$ cat config.mk
export PLATFORM = sky130hd
export DESIGN_NAME = per_source_rate_blocker_top
export DESIGN_NICKNAME = d
export VERILOG_FILES = /design/src/sv/psrb_pkg.sv /design/src/sv/per_source_rate_blocker_top.sv /design/src/sv/psrb_front.sv /design/src/sv/psrb_back.sv
export SDC_FILE = /design/constraint.sdc
export NUM_CORES = 2
export LEC_CHECK = 0
export ABC_AREA = 1
export BUFFER_PORTS_ARGS = -buffer_cell sky130_fd_sc_hd__buf_4
export CAP_MARGIN = 20
export CORE_MARGIN = 1.5
export CORE_UTILIZATION = 50
export CTS_CLUSTER_SIZE = 24
export DETAILED_ROUTE_END_ITERATION = 8
export PLACE_DENSITY = 0.74
export SYNTH_ARGS = -nofsm -noshare
export SYNTH_HDL_FRONTEND = slang
export SYNTH_SLANG_ARGS = --single-unit
$ cat constraint.sdc
create_clock -name clk -period 7.3 [get_ports clk]
set_input_delay 2.19 -clock clk [delete_from_list [all_inputs] [get_ports clk]]
set_output_delay 2.19 -clock clk [all_outputs]
set_load 0.01 [all_outputs]
$ cat src/sv/psrb_pkg.sv
// shared constants and types of the per-source rate blocker
// no dependencies
package psrb_pkg;
  localparam int FlowEntries = 16;
  localparam int BlockEntries = 16;
  localparam int FlowIdxW = $clog2(FlowEntries);
  localparam int BlockIdxW = (BlockEntries > 1) ? $clog2(BlockEntries) : 1;
  localparam int QueueDepth = 2;
  localparam logic [15:0] ThresholdReset = 16'd1000;
  localparam logic [15:0] CountMax = 16'hffff;
  localparam logic ActPacket = 1'b0;
  localparam logic ActWindowEnd = 1'b1;
  localparam logic [0:0] RegAlertThreshold = 1'b0;

  typedef struct packed {
    logic        action;
    logic [31:0] addr;
  } cmd_t;

  typedef enum logic [1:0] {
    ST_IDLE,
    ST_SCAN,
    ST_REPORT
  } scan_state_t;
endpackage

$ cat src/sv/per_source_rate_blocker_top.sv
// per-source rate blocker: packet counts per source, scans at window end
// a packet beat is queued, then counted in the flow table; it gives no result
// a window-end beat is queued, then scans every flow entry and reports those over threshold
// throughput: one packet per cycle while busy is low; a window end holds busy until the scan ends
// reset (synchronous rst_n): flow table, block list and overflow flag cleared
// threshold returns to 1000; the receiver cannot stall results
module per_source_rate_blocker_top (
  input  logic        clk,
  input  logic        rst_n,
  input  logic        start,
  output logic        busy,
  input  logic        in_action,
  input  logic [31:0] in_source_address,
  output logic        out_strobe,
  output logic [31:0] out_flagged_address,
  output logic [15:0] out_flagged_count,
  output logic        out_was_blocked,
  output logic        out_block_list_full,
  output logic        out_table_overflowed,
  output logic        out_last_report,
  input  logic        psel,
  input  logic        penable,
  input  logic        pwrite,
  input  logic [2:0]  paddr,
  input  logic [31:0] pwdata,
  output logic [31:0] prdata,
  output logic        pready
);
  import psrb_pkg::*;

  // alert threshold register at byte address 0
  logic [15:0] cfg_threshold_r;
  logic cfg_wr;
  assign pready = 1'b1;
  assign cfg_wr = psel && penable && pwrite && (paddr[2] == RegAlertThreshold);
  assign prdata = (paddr[2] == RegAlertThreshold) ? {16'd0, cfg_threshold_r} : 32'd0;

  always_ff @(posedge clk) begin
    if (!rst_n) cfg_threshold_r <= ThresholdReset;
    else if (cfg_wr) cfg_threshold_r <= pwdata[15:0];
  end

  cmd_t cmd, q_head;
  logic q_valid, q_pop;
  assign cmd = '{action: in_action, addr: in_source_address};

  // front queue decouples command beats from table work
  psrb_front u_front (
    .clk(clk), .rst_n(rst_n), .start(start), .busy(busy), .cmd_in(cmd),
    .q_valid(q_valid), .q_head(q_head), .q_pop(q_pop)
  );

  // back runs packet counts and the window scan
  psrb_back u_back (
    .clk(clk), .rst_n(rst_n), .q_valid(q_valid), .q_head(q_head), .q_pop(q_pop),
    .threshold(cfg_threshold_r), .out_strobe(out_strobe),
    .out_flagged_address(out_flagged_address), .out_flagged_count(out_flagged_count),
    .out_was_blocked(out_was_blocked), .out_block_list_full(out_block_list_full),
    .out_table_overflowed(out_table_overflowed), .out_last_report(out_last_report)
  );
endmodule

$ cat src/sv/psrb_front.sv
// front part: takes commands into a short queue
// depends on psrb_pkg
module psrb_front (
  input  logic            clk,
  input  logic            rst_n,
  input  logic            start,
  output logic            busy,
  input  psrb_pkg::cmd_t  cmd_in,
  output logic            q_valid,
  output psrb_pkg::cmd_t  q_head,
  input  logic            q_pop
);
  import psrb_pkg::*;

  cmd_t q_r [QueueDepth];
  logic [1:0] cnt_r, cnt_nxt;
  logic push;
  logic push_head;

  // stop taking after a window end until the back has finished
  logic hold_r, hold_nxt;

  assign busy = hold_r || (cnt_r == 2'(QueueDepth));
  assign push = start && !busy;
  assign q_valid = (cnt_r != 2'd0);
  assign q_head = q_r[0];
  // new beat lands at the head when the queue is empty after this edge's pop
  assign push_head = push && (cnt_r == 2'd0 || (cnt_r == 2'd1 && q_pop));

  always_comb begin
    cnt_nxt = cnt_r + 2'(push) - 2'(q_pop);
    hold_nxt = hold_r;
    if (push && cmd_in.action == ActWindowEnd) hold_nxt = 1'b1;
    if (q_pop && q_r[0].action == ActWindowEnd) hold_nxt = 1'b0;
  end

  always_ff @(posedge clk) begin
    if (!rst_n) begin
      cnt_r <= 2'd0;
      hold_r <= 1'b0;
    end else begin
      cnt_r <= cnt_nxt;
      hold_r <= hold_nxt;
    end
  end

  always_ff @(posedge clk) begin
    if (push_head) q_r[0] <= cmd_in;
    else if (q_pop) q_r[0] <= q_r[1];
    if (push && !push_head) q_r[1] <= cmd_in;
  end
endmodule

$ cat src/sv/psrb_back.sv
// back part: flow table, block list and window scan
// depends on psrb_pkg
module psrb_back (
  input  logic            clk,
  input  logic            rst_n,
  input  logic            q_valid,
  input  psrb_pkg::cmd_t  q_head,
  output logic            q_pop,
  input  logic [15:0]     threshold,
  output logic            out_strobe,
  output logic [31:0]     out_flagged_address,
  output logic [15:0]     out_flagged_count,
  output logic            out_was_blocked,
  output logic            out_block_list_full,
  output logic            out_table_overflowed,
  output logic            out_last_report
);
  import psrb_pkg::*;

  logic [31:0] faddr_r [FlowEntries];
  logic [15:0] fcnt_r [FlowEntries];
  logic [FlowEntries-1:0] fvalid_r;
  logic [31:0] baddr_r [BlockEntries];
  logic [BlockEntries-1:0] bvalid_r;
  logic ovf_r;

  scan_state_t st_r, st_nxt;
  logic [FlowIdxW-1:0] idx_r, idx_nxt;

  // pending result waiting for a later flagged entry to know last
  logic        pend_r;
  logic [31:0] pa_r;
  logic [15:0] pc_r;
  logic        pk_r, pf_r;

  logic [FlowEntries-1:0] hit;
  logic [FlowIdxW-1:0] hit_idx, free_idx;
  logic any_hit, any_free;

  always_comb begin
    hit_idx = '0;
    free_idx = '0;
    any_hit = 1'b0;
    any_free = 1'b0;
    for (int i = FlowEntries - 1; i >= 0; i--) begin
      hit[i] = fvalid_r[i] && (faddr_r[i] == q_head.addr);
      if (hit[i]) begin
        any_hit = 1'b1;
        hit_idx = FlowIdxW'(i);
      end
      if (!fvalid_r[i]) begin
        any_free = 1'b1;
        free_idx = FlowIdxW'(i);
      end
    end
  end

  // block list lookup for the scanned entry
  logic flag;
  logic known, bfree;
  logic [BlockIdxW-1:0] bfree_idx;
  assign flag = fvalid_r[idx_r] && (fcnt_r[idx_r] > threshold);
  always_comb begin
    known = 1'b0;
    bfree = 1'b0;
    bfree_idx = '0;
    for (int j = BlockEntries - 1; j >= 0; j--) begin
      if (bvalid_r[j] && baddr_r[j] == faddr_r[idx_r]) known = 1'b1;
      if (!bvalid_r[j]) begin
        bfree = 1'b1;
        bfree_idx = BlockIdxW'(j);
      end
    end
  end

  logic last_idx;
  assign last_idx = (idx_r == FlowIdxW'(FlowEntries - 1));

  // pending result leaves when the next flagged entry shows up or at scan end
  logic emit_mid, emit_last;
  assign emit_mid = (st_r == ST_SCAN) && flag && pend_r;
  assign emit_last = (st_r == ST_REPORT) && pend_r;

  always_comb begin
    st_nxt = st_r;
    idx_nxt = idx_r;
    q_pop = 1'b0;
    unique case (st_r)
      ST_IDLE: begin
        if (q_valid) begin
          if (q_head.action == ActPacket) q_pop = 1'b1;
          else begin
            st_nxt = ST_SCAN;
            idx_nxt = '0;
          end
        end
      end
      ST_SCAN: begin
        idx_nxt = idx_r + FlowIdxW'(1);
        if (last_idx) st_nxt = ST_REPORT;
      end
      ST_REPORT: begin
        q_pop = 1'b1;
        st_nxt = ST_IDLE;
      end
      default: st_nxt = ST_IDLE;
    endcase
  end

  always_ff @(posedge clk) begin
    if (!rst_n) begin
      st_r <= ST_IDLE;
      idx_r <= '0;
      fvalid_r <= '0;
      bvalid_r <= '0;
      ovf_r <= 1'b0;
      pend_r <= 1'b0;
      out_strobe <= 1'b0;
    end else begin
      st_r <= st_nxt;
      idx_r <= idx_nxt;
      out_strobe <= emit_mid || emit_last;
      if (st_r == ST_IDLE && q_pop) begin
        if (any_hit) begin
          if (fcnt_r[hit_idx] != CountMax) fcnt_r[hit_idx] <= fcnt_r[hit_idx] + 16'd1;
        end else if (any_free) begin
          fvalid_r[free_idx] <= 1'b1;
          faddr_r[free_idx] <= q_head.addr;
          fcnt_r[free_idx] <= 16'd1;
        end else ovf_r <= 1'b1;
      end
      if (st_r == ST_SCAN && flag) begin
        if (!known && bfree) begin
          bvalid_r[bfree_idx] <= 1'b1;
          baddr_r[bfree_idx] <= faddr_r[idx_r];
        end
        pend_r <= 1'b1;
        pa_r <= faddr_r[idx_r];
        pc_r <= fcnt_r[idx_r];
        pk_r <= known;
        pf_r <= !known && !bfree;
      end
      if (st_r == ST_REPORT) begin
        pend_r <= 1'b0;
        fvalid_r <= '0;
        ovf_r <= 1'b0;
      end
      if (emit_mid || emit_last) begin
        out_flagged_address <= pa_r;
        out_flagged_count <= pc_r;
        out_was_blocked <= pk_r;
        out_block_list_full <= pf_r;
        out_table_overflowed <= ovf_r;
        out_last_report <= emit_last;
      end
    end
  end
endmodule

; ---- After elaboration in Yosys (flattened, before gate mapping)
; Memory sizes are Yosys's and may differ from the RTL's. A register that Yosys moved wholly into a read port is not among the register bits.
; Cells that the tools add are included.
[totals]
in_bits = 74
out_inout_bits = 87
memories = 4
register_bits = 162
ramBits = 1346
wordCells = 311
[op_classes]
reduce_logical = 71
addsub = 4
n_bitwise = 7
n_lt_le_gt_ge = 6
n_mux = 158
eq_ne = 41
[memory_table]
columns = memory, depth, width, rd, rd_ports_with_merged_regs, wr, line_no
row1 = u_back.baddr_r, 16, 32, 16, 0, 1, psrb_back.sv:23  ; logic [31:0] baddr_r [BlockEntries];
row2 = u_back.faddr_r, 16, 32, 17, 1, 1, psrb_back.sv:20  ; logic [31:0] faddr_r [FlowEntries];
row3 = u_back.fcnt_r, 16, 16, 2, 1, 1, psrb_back.sv:21  ; logic [15:0] fcnt_r [FlowEntries];
row4 = u_front.q_r, 2, 33, 2, 0, 2, psrb_front.sv:15  ; cmd_t q_r [QueueDepth];
[op_table]
columns = op, n
row1 = $eq 32x32->1, 32
row2 = $mux 4, 55
row3 = $mux 1, 91
row4 = $logic_and 1x1->1, 50
row5 = $mux 33, 1
row6 = $mux 16, 2
row7 = $or 16x16->16, 2
row8 = $add 16x1->16 const B, 1
row9 = $gt 16x16->1, 1
row10 = $ne 16x16->1 const B, 1
row11 = $reduce_or 16->1, 1
row12 = $lt 4x5->1 const B, 3
row13 = $reduce_and 3->1, 4
row14 = $demux 1 s4, 2
row15 = $ge 4x1->1 const B, 2
row16 = $pmux 4 s2, 1
row17 = $mux 2, 3
row18 = $reduce_and 2->1, 3
row19 = $add 4x1->4 const B, 1
row20 = $bmux 1 s4, 1
row21 = $eq 2x1->1 const B, 2
row22 = $eq 2x2->1 const B, 2
row23 = $eq 4x4->1 const B, 1
row24 = $logic_not 1->1, 4
row25 = 12 further kinds, 21

; ---- Logic depth before layout (Yosys ltp)
; An unclocked memory read counts as a cell.
[depth]
ltp_word = 27
mapped_depth = 44
mapped_depth_nobuf = 40

; ---- Modules after synthesis
; Synthesis repeated with hierarchy kept, for this count alone.
[unflattened]
cells_unflattened = 6802
area_unflattened_um2 = 72220.5
[by_module_without_submodules]
columns = module, area_each_um2, n_inst, cells_per_inst
row1 = psrb_back, 68285.5, 1, 6411
row2 = psrb_front, 2959.1, 1, 241
row3 = per_source_rate_blocker_top, 975.9, 1, 150

; ---- Worst setup path before layout
; Ideal clock, no wire load.
[synth_path]
path_type = register to register
from = reg (tool-made name)
to = mem u_back.baddr_r[11][0] (enable)
arrival_time_ps = 7568
synth_period_minus_slack_ps = 7989
stages_incl_launch_ff = 23
setup_ps = 421
slack_ps = -689
required_ps = 6879
path_cell_list = dfxtp_1 > buf_2 > clkbuf_1 > clkbuf_1 > clkbuf_1 > buf_1 > a21oi_1 > o21ai_0 > o21ai_0 > o211ai_1 > o21ai_0 > ha_1 > nand3_1 > o211ai_1 > nand2_1 > o211ai_1 > a21oi_1 > a311o_1 > nor2_1 > o21ai_0 > nor2_1 > nand2_1 > nor2_1
[synth_rtl]
columns = element, line_no
row1 = "end, declared", psrb_back.sv:23

==> results_dict.tcl <==
set metrics [dict create \
    status "finished clean" \
    antenna_found_initial 9 \
    fmax_mhz 146 \
    synth_top_area_share_pct 60.7 \
    cts_max_level 4 \
    synth_mux_area_share_pct 1.40 \
    fp.dieW_um 382 \
    worst_ep_arrival_time_ns 7.36 \
    critical_path_class "register to register" \
    drtAntennaViolNets 0 \
    ys_types 75 \
    drt-total-wl_mm 242 \
    yosys-top-cells-area "edfxtp_1 61%, nand2_1 6.0%, o21ai_0 4.1%" \
    synth-main-ff-cell "edfxtp_1" \
    ys_async_sr_fraction_pct 0 \
    synthAdderAreaFrac_pct 0.349 \
    ir_drop_mv 0.357 \
    drive_above_1_share_pct 12.0 \
    num_vias 55500 \
    drv_cap 0 \
    ios 161 \
    timing.rr.end "u_back.baddr_r[8][1]$_DFFE_PP_" \
    start_kind "register" \
    die-area_um2 146000 \
    fin_nets 6874 \
    clkTransAtPathRegs_ns 0.06 \
    synthSimpleGateAreaFrac_pct 12.7 \
    rsz0062_at_grt "false" \
    rows 138 \
    yosysSeqAreaShare_pct 62.5 \
    synthCells 6619 \
    drt_pass1_iterations 9 \
    yosysWarnings 0 \
    wl_per_cell_um 27.5 \
    cp_max_fo 60 \
    yosys.area_share.xor_xnor_pct 3.73 \
    syn_area_per_cell_um2 10.8 \
    reg2reg_depth 20 \
    clk_path_buf_depth 3 \
    syn_area_um2 71600 \
    min_period_over_period_pct 93.6 \
    synth-compound-area-share_pct 13.2 \
    maxSlewHeadroom_pct 24.7 \
    clkSinkCount 1512 \
    dp_hpwl_mm 158 \
    grt_max_degree 115 \
    route.detailed.drc 0 \
    tightest_slew_ns 1.13 \
    insertion_delay_ns 0.83 \
    final_cell_mix "1448 x edfxtp_1, 1131 x nand2_1, 590 x o21ai_0" \
    port_buffers 125 \
    overflow 0 \
    design.core.area_um2 142000 \
    power_density_nw_per_um2 370 \
    cts_root_buffer "clkbuf_16" \
    finClkSkew_ns 0.0402 \
    area_growth_pct 12.5 \
    cts_tree "yes" \
    cp.required_ns 7.82 \
    cts_hold_buf 0 \
    worstHoldEndpoint "u_back.out_flagged_address[10]$_DFFE_PP_" \
    start_util_pct 50.5 \
    cts_resized 0 \
    cts_setup_buffers 0 \
    hold_start "u_back.pa_r[10]$_DFFE_PP_" \
    min_path_cells 0 \
    chipHeight_um 382 \
    finalMaxSlewViolations 0 \
    p_leak_nw 28.6 \
    grt_pass1_wl_mm 348 \
    first_iter_violations 9503 \
    gp_congestion 0.988 \
    finalHoldViolCount 0 \
    r2r_slack_ns 0.47 \
    setup_tns_ns 0 \
    antenna_cells 0 \
    finalCriticalPeriod_ns 6.83 \
    grt_usage_pct 32.6 \
    yosys_register_bits 1512 \
    finalSetupViolCount 0 \
    synth_top_family_by_area "compound AO/OA/AOI/OAI gates" \
    grt_pass1_vias 52700 \
    synth_edf_count 1448 \
    numCtsBuffers 158 \
    min_path_type "register to register" \
    fin_hold_ws_ns 0.417 \
    vias_per_cell 6.30 \
    layout_commonest_cell "edfxtp_1" \
    end_kind "register" \
    synth_top_area_cell "edfxtp_1" \
]
## synthesized netlist by cell type, types with 8 or more instances
| cell type | count |
|---|---|
| o211ai_1 | 98 |
| ha_1 | 20 |
| buf_2 | 111 |
| xnor2_1 | 216 |
| or2_2 | 60 |
| nor2_1 | 345 |
| a221oi_1 | 63 |
| nor3_1 | 30 |
| inv_1 | 570 |
| clkbuf_1 | 135 |
| edfxtp_1 | 1448 |
| o21ai_0 | 590 |
| buf_6 | 31 |
| nor4_1 | 79 |
| dfxtp_1 | 64 |
| buf_1 | 35 |
| inv_2 | 30 |
| o22ai_1 | 221 |
| a21oi_1 | 395 |
| clkinv_1 | 10 |
| nand2_1 | 1145 |
| or4_1 | 10 |
| o2111ai_1 | 17 |
| a22o_1 | 30 |
| a211oi_1 | 46 |
| xor2_1 | 89 |
| a31oi_1 | 8 |
| mux2_2 | 33 |
| a22oi_1 | 14 |
| a21oi_2 | 10 |
| nand3_1 | 270 |
| o221ai_1 | 46 |
| o21ai_1 | 55 |
| nand4_1 | 90 |
| buf_4 | 60 |
| nand2_2 | 9 |
| mux2i_1 | 63 |
## how the worst max path moves through the flow
stage	start	to	slack (ns)
finish	register	u_back.baddr_r[8][1]$_DFFE_PP_	0.47
floorplan	register	u_back.baddr_r[11][0]$_DFFE_PP_	0.20
global placement	u_front.q_r[0][2]$_DFFE_PP_	u_back.fcnt_r[11][3]$_DFFE_PP_	0.74
detailed placement	u_front.q_r[0][2]$_DFFE_PP_	u_back.fcnt_r[11][3]$_DFFE_PP_	0.79
global route	u_front.q_r[0][0]$_DFFE_PP_	u_back.fcnt_r[12][6]$_DFFE_PP_	0.14
CTS	u_front.q_r[0][2]$_DFFE_PP_	u_back.fcnt_r[12][6]$_DFFE_PP_	0.72
## metal layers
metal  global-route usage (%)  wire length, um  vias to the layer above
li1                         -                -                    24000
met1                     43.4            88900                    26600
met2                     48.7           106000                     4032
met3                     8.68            32400                      806
met4                     17.9            14900                       16
met5                        0              110                        -
## layout make-up
type                       count  area, um2
inverter                     616       2330
timing repair buffer         364       3130
clock inverter                91        943
tap                         1890       2360
sequential                  1512      44800
clock buffer                 198       4270
multi-input combinational   4128      22800
fill                       11500      61400
## per-stage QoR
stage / worst slack (ns) / area (um2) / total power (W) / cells / utilization, %
5_1_grt: 0.142 / 80600 / 0.0305 / 8799 / 56.8
3_3_place_gp: 0.745 / 75200 / 0.0211 / 8502 / 53.0
2_1_floorplan: 0.202 / 71700 / 0.0168 / 6634 / -
4_1_cts: 0.715 / 80500 / 0.0293 / 8794 / 56.7
6_report: 0.466 / 80600 / 0.0298 / 8799 / 56.8
3_5_place_dp: 0.792 / 75300 / 0.0213 / 8505 / 53.0
## power breakdown
part / switching, W / internal [W]
sequential: 0.000307 / 0.0108
combinational: 0.00778 / 0.00269
clock: 0.00353 / 0.00463
total: 0.0116 / 0.0182
## sequential cells by signal, indices dropped and copies added, names as in the netlist, 32 cells and up, named ones only
signal,flops
u_front.q_r,66
u_back.out_flagged_address,32
u_back.fcnt_r,256
u_back.baddr_r,512
u_back.faddr_r,512
u_back.pa_r,32
## cells by family after synthesis
logic type | Yosys count
other | 2
buffers and inverters | 994
AND/OR/NAND/NOR | 2083
flip-flops | 1512
AO/OA/AOI/OAI | 1607
multiplexers | 96
XOR/XNOR | 305
adder cells (fa/ha/maj) | 20
## critical path, cell delays in order (launching register included)
cell,delay [ns]
dfxtp_4,0.94
buf_12,0.29
buf_4,0.22
mux2i_1,0.44
o21ai_0,0.15
o221ai_1,0.54
nand2_1,0.36
inv_1,0.57
buf_4,0.28
nand2_1,0.05
o21ai_0,0.07
or4_1,0.16
nor4_1,0.06
a31oi_1,0.27
nand3_1,0.22
nor2_1,0.30
inv_1,0.13
nor2_1,0.26
nand2_1,0.32
nor2_2,0.54
buf_12,0.25
Power figures use the tool's default switching activity.
